==> config.mk <==
export PLATFORM = sky130hd
export DESIGN_NAME = sm3_hash_engine
export DESIGN_NICKNAME = d
export VERILOG_FILES = /design/src/hdl/sm3_pkg.sv /design/src/hdl/sm3_ctrl.sv /design/src/hdl/sm3_datapath.sv /design/src/hdl/sm3_hash_engine.sv
export VERILOG_INCLUDE_DIRS = /design/src /design/src/hdl
export SDC_FILE = /design/constraint.sdc
export NUM_CORES = 2
export LEC_CHECK = 0
export BUFFER_PORTS_ARGS = -buffer_cell sky130_fd_sc_hd__clkbuf_2
export CORE_UTILIZATION = 65
export CTS_BUF_LIST = sky130_fd_sc_hd__clkbuf_4
export CTS_CLUSTER_DIAMETER = 40
export CTS_CLUSTER_SIZE = 20
export DETAILED_ROUTE_END_ITERATION = 6
export PLACE_DENSITY = 0.82
export SLEW_MARGIN = 15
export SYNTH_ARGS = -nofsm -noshare
export SYNTH_HDL_FRONTEND = slang
export SYNTH_SLANG_ARGS = --single-unit
export TNS_END_PERCENT = 100
==> constraint.sdc <==
create_clock -name clock -period 33.9 [get_ports clock]
set_clock_uncertainty 0.15 [all_clocks]
set_input_delay 6.78 -clock clock [delete_from_list [all_inputs] [get_ports clock]]
set_output_delay 6.78 -clock clock [all_outputs]
set_load 0.03 [all_outputs]
==> src/hdl/sm3_hash_engine_macros.svh <==
// Assertion macros for the SM3 hash engine.
`ifndef SM3_HASH_ENGINE_MACROS_SVH
`define SM3_HASH_ENGINE_MACROS_SVH
`ifndef NO_ASSERTIONS
`define SM3_ASSERT_IMPL(label, clk, rst, ante, cons, msg) \
   label: assert property (@(posedge clk) disable iff (rst) (ante) |-> (cons)) \
      else $error(msg);
`define SM3_ASSERT_NEXT(label, clk, rst, ante, cons, msg) \
   label: assert property (@(posedge clk) disable iff (rst) (ante) |=> (cons)) \
      else $error(msg);
`else
`define SM3_ASSERT_IMPL(label, clk, rst, ante, cons, msg)
`define SM3_ASSERT_NEXT(label, clk, rst, ante, cons, msg)
`endif
`endif

==> src/hdl/sm3_pkg.sv <==
// Shared types, constants and functions of the SM3 hash engine.
`timescale 1ns / 1ps
package sm3_pkg;
   localparam logic [31:0] T_LOW  = 32'h79CC4519;
   localparam logic [31:0] T_HIGH = 32'h7A879D8A;
   localparam logic [255:0] IV = {32'h7380166F, 32'h4914B2B9, 32'h172442D7, 32'hDA8A0600,
                                  32'hA96F30BC, 32'h163138AA, 32'hE38DEE4D, 32'hB0FB0E4E};
   localparam logic [7:0] PAD_BYTE = 8'h80;

   typedef enum logic [2:0] {
      ST_IDLE, ST_PAD, ST_COMP, ST_OUT
   } state_type;

   typedef enum logic [1:0] {
      FILL_DATA, FILL_PAD, FILL_ZERO, FILL_LEN
   } fill_type;

   // Controller to datapath.
   typedef struct packed {
      logic     wr;        // write one byte into the block
      fill_type fill;
      logic     cnt_inc;
      logic     comp_start;
      logic     round;     // advance one round
      logic     finish;    // fold working state into chaining value
      logic     clear;     // restart for next message
      logic     out_shift;
   } cmd_type;

   // Datapath to controller.
   typedef struct packed {
      logic [5:0] pos;
      logic       round_last;
   } status_type;

   function automatic logic [31:0] rotl(input logic [31:0] x, input logic [4:0] n);
      logic [63:0] t;
      t = {x, x} << n;
      return t[63:32];
   endfunction

   function automatic logic [31:0] p0(input logic [31:0] x);
      return x ^ rotl(x, 5'd9) ^ rotl(x, 5'd17);
   endfunction

   function automatic logic [31:0] p1(input logic [31:0] x);
      return x ^ rotl(x, 5'd15) ^ rotl(x, 5'd23);
   endfunction
endpackage

==> src/hdl/sm3_ctrl.sv <==
// Controller state machine of the SM3 hash engine.
`timescale 1ns / 1ps
module sm3_ctrl (
   input  logic                clock,
   input  logic                reset,
   input  logic                req_tvalid,
   output logic                req_tready,
   input  logic                in_present,
   input  logic                in_end,
   input  logic                rsp_busy,
   output logic                rsp_load,
   input  sm3_pkg::status_type status,
   output sm3_pkg::cmd_type    cmd
);
   sm3_pkg::state_type state_ff, state_in;
   logic               final_ff, final_in;   // current compression is the message's last
   logic               end_ff, end_in;       // message end is pending
   logic               padded_ff, padded_in; // the 0x80 byte has been written
   logic               lenblk_ff, lenblk_in; // current block carries the length
   logic [2:0]         ocnt_ff, ocnt_in;
   logic               acc;

   assign acc = req_tvalid && req_tready;

   always_ff @(posedge clock) begin
      if (reset) begin
         state_ff  <= sm3_pkg::ST_IDLE;
         final_ff  <= 1'b0;
         end_ff    <= 1'b0;
         padded_ff <= 1'b0;
         lenblk_ff <= 1'b0;
         ocnt_ff   <= '0;
      end else begin
         state_ff  <= state_in;
         final_ff  <= final_in;
         end_ff    <= end_in;
         padded_ff <= padded_in;
         lenblk_ff <= lenblk_in;
         ocnt_ff   <= ocnt_in;
      end
   end

   always_comb begin
      state_in   = state_ff;
      final_in   = final_ff;
      end_in     = end_ff;
      padded_in  = padded_ff;
      lenblk_in  = lenblk_ff;
      ocnt_in    = ocnt_ff;
      cmd        = '0;
      cmd.fill   = sm3_pkg::FILL_DATA;
      req_tready = 1'b0;
      rsp_load   = 1'b0;
      case (state_ff)
         sm3_pkg::ST_IDLE: begin
            req_tready = 1'b1;
            if (acc) begin
               if (in_present) begin
                  cmd.wr      = 1'b1;
                  cmd.cnt_inc = 1'b1;
               end
               final_in  = 1'b0;
               end_in    = in_end;
               padded_in = 1'b0;
               lenblk_in = 1'b0;
               if (in_present && status.pos == 6'd63) begin
                  // An ending word that fills a block pads after that block.
                  cmd.comp_start = 1'b1;
                  state_in = sm3_pkg::ST_COMP;
               end else if (in_end) begin
                  state_in = sm3_pkg::ST_PAD;
               end
            end
         end
         sm3_pkg::ST_PAD: begin
            // Writes one padding byte a cycle at the current position.
            cmd.wr = 1'b1;
            if (!padded_ff) begin
               cmd.fill  = sm3_pkg::FILL_PAD;
               padded_in = 1'b1;
               if (status.pos < 6'd56) lenblk_in = 1'b1;
            end else if (lenblk_ff && status.pos > 6'd55) begin
               cmd.fill = sm3_pkg::FILL_LEN;
            end else begin
               cmd.fill = sm3_pkg::FILL_ZERO;
            end
            if (status.pos == 6'd63) begin
               cmd.comp_start = 1'b1;
               final_in = padded_ff && lenblk_ff;
               state_in = sm3_pkg::ST_COMP;
            end
         end
         sm3_pkg::ST_COMP: begin
            cmd.round = 1'b1;
            if (status.round_last) begin
               cmd.finish = 1'b1;
               if (final_ff) begin
                  ocnt_in  = '0;
                  state_in = sm3_pkg::ST_OUT;
               end else if (end_ff) begin
                  lenblk_in = padded_ff;
                  state_in  = sm3_pkg::ST_PAD;
               end else begin
                  state_in = sm3_pkg::ST_IDLE;
               end
            end
         end
         sm3_pkg::ST_OUT: begin
            if (!rsp_busy) begin
               rsp_load      = 1'b1;
               cmd.out_shift = 1'b1;
               ocnt_in       = ocnt_ff + 3'd1;
               if (ocnt_ff == 3'd7) begin
                  cmd.clear = 1'b1;
                  state_in  = sm3_pkg::ST_IDLE;
               end
            end
         end
         default: state_in = sm3_pkg::ST_IDLE;
      endcase
   end
endmodule

==> src/hdl/sm3_datapath.sv <==
// Datapath of the SM3 hash engine: message shift register, counter and round logic.
`timescale 1ns / 1ps
module sm3_datapath (
   input  logic                clock,
   input  logic                reset,
   input  logic [7:0]          in_byte,
   input  sm3_pkg::cmd_type    cmd,
   output sm3_pkg::status_type status,
   output logic [31:0]         out_word
);
   logic [60:0]       cnt_ff, cnt_in;
   logic [5:0]        pos_ff, pos_in;
   logic [31:0]       w_ff [16];
   logic [31:0]       cv_ff [8];
   logic [31:0]       a_ff [8];
   logic [5:0]        rnd_ff;
   logic [63:0]       bits;
   logic [7:0]        wbyte;
   logic [31:0]       tj, a12, ss1, ss2, ff, gg, tt1, tt2, wn;

   assign bits = {cnt_ff, 3'b000};
   assign status.pos = pos_ff;
   assign status.round_last = (rnd_ff == 6'd63);
   assign out_word = cv_ff[0];

   always_comb begin
      case (cmd.fill)
         sm3_pkg::FILL_DATA: wbyte = in_byte;
         sm3_pkg::FILL_PAD:  wbyte = sm3_pkg::PAD_BYTE;
         sm3_pkg::FILL_ZERO: wbyte = 8'h00;
         sm3_pkg::FILL_LEN:  wbyte = bits[{~pos_ff[2:0], 3'b000} +: 8];
         default:            wbyte = 8'h00;
      endcase
      cnt_in = cnt_ff + 61'(cmd.cnt_inc);
      pos_in = cmd.wr ? pos_ff + 6'd1 : pos_ff;
   end

   always_comb begin
      tj  = (rnd_ff < 6'd16) ? sm3_pkg::T_LOW : sm3_pkg::T_HIGH;
      a12 = sm3_pkg::rotl(a_ff[0], 5'd12);
      ss1 = sm3_pkg::rotl(a12 + a_ff[4] + sm3_pkg::rotl(tj, rnd_ff[4:0]), 5'd7);
      ss2 = ss1 ^ a12;
      if (rnd_ff < 6'd16) begin
         ff = a_ff[0] ^ a_ff[1] ^ a_ff[2];
         gg = a_ff[4] ^ a_ff[5] ^ a_ff[6];
      end else begin
         ff = (a_ff[0] & a_ff[1]) | (a_ff[0] & a_ff[2]) | (a_ff[1] & a_ff[2]);
         gg = (a_ff[4] & a_ff[5]) | (~a_ff[4] & a_ff[6]);
      end
      tt1 = ff + a_ff[3] + ss2 + (w_ff[0] ^ w_ff[4]);
      tt2 = gg + a_ff[7] + ss1 + w_ff[0];
      wn  = sm3_pkg::p1(w_ff[0] ^ w_ff[7] ^ sm3_pkg::rotl(w_ff[13], 5'd15))
            ^ sm3_pkg::rotl(w_ff[3], 5'd7) ^ w_ff[10];
   end

   always_ff @(posedge clock) begin
      if (reset) begin
         cnt_ff <= '0;
         pos_ff <= '0;
         rnd_ff <= '0;
         for (int i = 0; i < 8; i++) cv_ff[i] <= sm3_pkg::IV[32 * (7 - i) +: 32];
      end else begin
         cnt_ff <= cmd.clear ? '0 : cnt_in;
         pos_ff <= cmd.clear ? '0 : pos_in;
         // Bytes enter at the low byte of w_ff[15] and shift down, so a full block holds its first word in w_ff[0].
         if (cmd.wr) begin
            for (int i = 0; i < 15; i++) w_ff[i] <= {w_ff[i][23:0], w_ff[i + 1][31:24]};
            w_ff[15] <= {w_ff[15][23:0], wbyte};
         end else if (cmd.round) begin
            for (int i = 0; i < 15; i++) w_ff[i] <= w_ff[i + 1];
            w_ff[15] <= wn;
         end
         if (cmd.comp_start) begin
            for (int i = 0; i < 8; i++) a_ff[i] <= cv_ff[i];
            rnd_ff <= '0;
         end else if (cmd.round) begin
            a_ff[0] <= tt1;
            a_ff[1] <= a_ff[0];
            a_ff[2] <= sm3_pkg::rotl(a_ff[1], 5'd9);
            a_ff[3] <= a_ff[2];
            a_ff[4] <= sm3_pkg::p0(tt2);
            a_ff[5] <= a_ff[4];
            a_ff[6] <= sm3_pkg::rotl(a_ff[5], 5'd19);
            a_ff[7] <= a_ff[6];
            rnd_ff  <= rnd_ff + 6'd1;
            if (cmd.finish) begin
               cv_ff[0] <= cv_ff[0] ^ tt1;
               cv_ff[1] <= cv_ff[1] ^ a_ff[0];
               cv_ff[2] <= cv_ff[2] ^ sm3_pkg::rotl(a_ff[1], 5'd9);
               cv_ff[3] <= cv_ff[3] ^ a_ff[2];
               cv_ff[4] <= cv_ff[4] ^ sm3_pkg::p0(tt2);
               cv_ff[5] <= cv_ff[5] ^ a_ff[4];
               cv_ff[6] <= cv_ff[6] ^ sm3_pkg::rotl(a_ff[5], 5'd19);
               cv_ff[7] <= cv_ff[7] ^ a_ff[6];
            end
         end
         if (cmd.out_shift) begin
            for (int i = 0; i < 7; i++) cv_ff[i] <= cv_ff[i + 1];
            cv_ff[7] <= cv_ff[0];
         end
         if (cmd.clear) begin
            for (int i = 0; i < 8; i++) cv_ff[i] <= sm3_pkg::IV[32 * (7 - i) +: 32];
         end
      end
   end
endmodule

==> src/hdl/sm3_hash_engine.sv <==
// Top level of the SM3 hash engine.
`timescale 1ns / 1ps
`include "sm3_hash_engine_macros.svh"
// Takes one byte word per cycle while a block fills; the word that completes a 64-byte block
// starts the rounds in the single shared round unit, during which no word is taken.
// Message end adds the padding bytes (with an extra block when the length does not fit),
// one or two compressions, and eight digest words, most significant first, through an
// output register.
module sm3_hash_engine (
   input  logic        clock,
   input  logic        reset,
   input  logic        req_tvalid,
   output logic        req_tready,
   input  logic [7:0]  req_tdata,  // msg_byte[7:0]
   input  logic        req_tuser,  // byte_present
   input  logic        req_tlast,  // message_end
   output logic        rsp_tvalid,
   input  logic        rsp_tready,
   output logic [39:0] rsp_tdata,  // digest_word[31:0], word_index[34:32]
   output logic        rsp_tlast   // last_word
);
   sm3_pkg::cmd_type    cmd;
   sm3_pkg::status_type status;
   logic [31:0]         out_word;
   logic                rsp_load;
   logic                rsp_busy;
   logic                rvalid_ff;
   logic [2:0]          ridx_ff;
   logic [31:0]         rword_ff;

   assign rsp_busy = rvalid_ff && !rsp_tready;

   sm3_ctrl u_ctrl (
      .clock(clock), .reset(reset), .req_tvalid(req_tvalid), .req_tready(req_tready),
      .in_present(req_tuser), .in_end(req_tlast),
      .rsp_busy(rsp_busy), .rsp_load(rsp_load), .status(status), .cmd(cmd)
   );

   sm3_datapath u_dp (
      .clock(clock), .reset(reset), .in_byte(req_tdata), .cmd(cmd),
      .status(status), .out_word(out_word)
   );

   always_ff @(posedge clock) begin
      if (reset) begin
         rvalid_ff <= 1'b0;
         ridx_ff   <= '0;
      end else begin
         if (rsp_load) begin
            rvalid_ff <= 1'b1;
            ridx_ff   <= ridx_ff + 3'd1;
         end else if (rsp_tready) begin
            rvalid_ff <= 1'b0;
         end
      end
      if (rsp_load) rword_ff <= out_word;
   end

   logic [2:0] shown_idx;
   assign shown_idx  = ridx_ff - 3'd1;
   assign rsp_tvalid = rvalid_ff;
   assign rsp_tdata  = {5'd0, shown_idx, rword_ff};
   assign rsp_tlast  = (shown_idx == 3'd7);

   `SM3_ASSERT_IMPL(a_no_load_busy, clock, reset, rsp_busy, !rsp_load, "load over held word")
   `SM3_ASSERT_NEXT(a_load_valid, clock, reset, rsp_load, rsp_tvalid, "loaded word not shown")
   `SM3_ASSERT_IMPL(a_ready_excl, clock, reset, req_tready, !rsp_load, "input during output")
endmodule

======== Word-level counts from Yosys, hierarchy flattened ========
Memory sizes are Yosys's and may differ from the RTL's.
Index checks and enable logic that the tools add are counted.
cells by class
  bitwise operators ....................... 80
  $lt $le $gt $ge ......................... 3
  reduce and logical (&&, ||, !) cells .... 20
  shift-type cells ........................ 2
  $add $sub $neg .......................... 14
  mux-type cells .......................... 123
  eq/ne operators ......................... 21
operators with widths
  cell                   number
  $mux W32               50
  $xor A32 B32 Y32       22
  $add A32 B32 Y32       8
  $and A32 B32 Y32       5
  $or A32 B32 Y32        3
  $shiftx A64 B7 Y8      1
  $shl A64 B5 Y64        1
  $add A61 B1 Y61        1
  $or A1 B1 Y1           48
  $mux W1                47
  $not A32 Y32           1
  $pmux W8 S4            1
  $mux W3                10
  $mux W26               1
  $mux W2                7
  $add A6 B1 Y6 const B  2
  $eq A6 B6 Y1 const B   2
  $ne A2 B1 Y1 const B   6
  $pmux W3 S4            1
  $ne A2 B2 Y1 const B   4
  $pmux W1 S2            4
  $reduce_and A7 Y1      1
  $add A3 B1 Y3 const B  2
  $eq A3 B2 Y1 const B   2
  23 further kinds       33
word-level totals
  memories ................................ 3
  output and inout bits ................... 43
  logic and storage cells ................. 278
  input port bits ......................... 14
  bits in writable memories ............... 1024
  register bits after elaboration ......... 119
memories
  name        words  width  rd ports  clocked after memory_dff  wr ports  RTL line            RTL
  u_dp.w_ff   16     32     16        0                         16        sm3_datapath.sv:13  logic [31:0] w_ff [16];
  u_dp.a_ff   8      32     8         0                         8         sm3_datapath.sv:15  logic [31:0] a_ff [8];
  u_dp.cv_ff  8      32     8         0                         8         sm3_datapath.sv:14  logic [31:0] cv_ff [8];

======== Longest topological paths before layout ========
An unclocked memory read counts as a cell.
  depth after elaboration ................. 14
  gate-level depth with buffers ........... 42

======== Cells and area by module ========
Synthesis repeated with hierarchy kept, for this count alone.
second synthesis, totals
  cells, all modules ...................... 5952
  area, all modules ....................... 66187.2 sq um
modules (own cells, without submodules)
  module           area each (sq um)  instances  cells an instance
  sm3_datapath     64296.7            1          5809
  sm3_hash_engine  1211.2             1          59
  sm3_ctrl         679.4              1          84

======== Worst setup path before layout ========
Ideal clock, no wire load.
  path kind ............................... input port to flip-flop
  start ................................... input port req_tvalid
  end ..................................... memory u_dp.a_ff[0][0] (enable)
  setup slack ............................. 6984 ps
  stages .................................. 6
  data required time ...................... 32522 ps
  data arrival time ....................... 25539 ps
  cell sequence ........................... and3_1 nor2_1 or2_2 clkbuf_1 clkbuf_1 o21ai_0
RTL lines
  item             RTL line               RTL
  start, declared  sm3_hash_engine.sv:12  input logic req_tvalid,
  end, declared    sm3_datapath.sv:15

==> flow_summary.json <==
{
  "clk_latency_ps": 1190,
  "drive_gt1_share_pct": 7.536,
  "cp_slowest_cell": "dfxtp_2",
  "dp_hpwl_um": 149200,
  "crit_type": "flop to flop",
  "tns_ps": 0,
  "nets": 7199,
  "core-area_um2": 100300,
  "drc": 4,
  "wl_per_cell_um": 24.55,
  "ctsHoldBuffers": 0,
  "relSlewSlack_pct": 12.77,
  "antenna_found_initial": 7,
  "htreeDepth": 4,
  "min_path_type": "flop to flop",
  "status": "finished with violations",
  "ctsResizeCount": 0,
  "setup_ws_ps": 22120,
  "startpoint_type": "flop",
  "min_period_ps": 11780,
  "netlist_instances": 6962,
  "clock.fmax_mhz": 84.91,
  "vias": 52028,
  "synth_ff_type": "edfxtp_1",
  "drt_first_pass_iters": 7,
  "slew_viol_final": 0,
  "yosysSeqAreaShare_pct": 48.74,
  "grt_max_degree": 220,
  "grt_pass1_wl_um": 302100,
  "synth-seq-cells": 1142,
  "die-height_um": 320.6,
  "critPathRequiredTime_ps": 34680,
  "routed_wl_um": 205800,
  "hold_violations": 0,
  "gp_congestion": 1.088,
  "yosys_warnings": 0,
  "synth_compound_area_share_pct": 10.33,
  "syn_area_um2": 65970,
  "synth_top_family_by_area": "simple AND/OR/NAND/NOR gates",
  "fin_crit_sh_pct": 34.74,
  "clock_sinks": 1142,
  "tightest_slew_ps": 1299,
  "placedCellCount": 8091,
  "cts_root_buffer": "clkbuf_4",
  "grt_usage_pct": 39.96,
  "via_per_inst": 6.209,
  "worst-path-max-fanout": 49,
  "drv_cap": 0,
  "final_cell_mix": "nand2_1 (2118), edfxtp_1 (928), xnor2_1 (475), nor2_1 (449), o21ai_0 (385)",
  "grt_pass1_vias": 47743,
  "violations": "antenna violations, design-rule violations",
  "arrival_ps": 12560,
  "synth.area.mux_share_pct": 3.129,
  "setup_violations": 0,
  "dieArea_um2": 102800,
  "port_buffers": 51,
  "rsz0062_at_grt": "false",
  "final_cells": 8380,
  "pre_cts_ws_ps": 22100,
  "final_common_cell": "nand2_1",
  "design.portCount": 57,
  "grt_overflow_total": 0,
  "async_flop_share_pct": 0,
  "cp-end-kind": "flop",
  "slowest_delay_ps": 980,
  "synthAdderAreaFrac_pct": 7.810,
  "yosysUniqueCellTypes": 87,
  "path_clk_slew_ps": 120,
  "synth_edf_count": 928,
  "area.growth.synth_to_final_pct": 5.612,
  "synth-xor-area-share_pct": 8.493,
  "row_count": 116,
  "synth-simple-area-share_pct": 17.44,
  "die_x_um": 320.6,
  "clock_path_buffers": 3,
  "cts_tree": "done",
  "initial_utilization_pct": 65.78,
  "fin_util_pct": 69.47,
  "avgSynthCellArea_um2": 9.476,
  "cts_setup_buffers": 0,
  "cts_buffers": 150,
  "antenna_left": 1,
  "drtIter0Drc": 7165
}
-- flip-flops by register name (all words and copies together), names as in the netlist --
| signal | cells |
|---|---|
| u_dp.a_ff | 256 |
| ridx_ff | 3 |
| u_dp.rnd_ff | 6 |
| u_dp.cnt_ff | 61 |
| u_dp.pos_ff | 6 |
| u_ctrl.padded_ff | 1 |
| u_dp.cv_ff | 256 |
| u_ctrl.state_ff | 2 |
| u_ctrl.ocnt_ff | 3 |
| u_ctrl.final_ff | 1 |
| rsp_tvalid | 1 |
| u_ctrl.lenblk_ff | 1 |
| u_dp.w_ff | 512 |
| rword_ff | 32 |
| u_ctrl.end_ff | 1 |
-- cells in the mapped netlist (all sizes together), types with 45 or more instances --
cell type  number  area, um2
a211oi         81      608.1
a21oi         247       1240
a31oi         104      656.9
clkbuf        320       1201
dfxtp         214       4284
edfxtp        928      27870
fa            188       3764
ha            111       1389
inv           354       1329
mux2           80      900.9
mux2i          87      870.8
nand2        2120       7958
nand3          75      375.4
nor2          458       1719
nor3           94      475.5
o211ai         45      337.8
o21ai         401       2007
xnor2         476       4177
xor2          137       1200
-- per-stage QoR --
stage	area (um2)	hold slack (ps)
final	69670	338.4
after global routing	69650	359.2
after CTS	69630	339.1
after detailed placement	67260	322.3
after global placement	67260	309.5
after floorplan	65980	296.2
-- cells by family after synthesis --
kind of cell             Yosys count
other                              1
multiplexers                     180
adder cells (fa/ha/maj)          299
XOR/XNOR                         623
AO/OA/AOI/OAI                   1114
AND/OR/NAND/NOR                 2896
flip-flops                      1142
buffers and inverters            707
-- worst paths after layout --
check | slack, ps | start | depth (start not counted) | to
hold reg to reg | 340 | u_ctrl.end_ff | 2 | u_ctrl.end_ff
setup reg to reg | 22120 | u_dp.rnd_ff[4] | 36 | u_dp.cv_ff[4][28]
hold / removal | 340 | u_ctrl.end_ff | 2 | u_ctrl.end_ff
setup / recovery | 22120 | u_dp.rnd_ff[4] | 36 | u_dp.cv_ff[4][28]
-- worst max-delay path, delay by kind of cell (launching register included) --
family	cells	cell delay (ps)
compound gates	16	4420
fa+ha+maj	7	2880
xor+xnor	4	1060
flops	1	980
buf+inv	4	880
mux	3	740
simple gates	2	390
-- final cells by class --
cell class | instances | area [um2]
clock inverter | 110 | 1154
inverter | 356 | 1341
sequential | 1142 | 32150
fill | 7587 | 30620
multi-input combinational | 5117 | 31270
antenna | 17 | 42.54
tap | 1357 | 1698
timing repair buffer | 119 | 803.3
clock buffer | 162 | 1216
-- layer usage --
| layer | global-route usage (%) | up-vias | wire length (um) |
|---|---|---|---|
| met3 | 9.743 | 590 | 24700 |
| met4 | 29.97 | 2 | 17560 |
| met2 | 57.16 | 3096 | 87700 |
| li1 | - | 23479 | - |
| met1 | 52.84 | 24861 | 75800 |
| met5 | 0 | - | 13 |
Power is not shown: default switching activity piles up to over one toggle a cycle in this logic, so the estimate is an artifact.
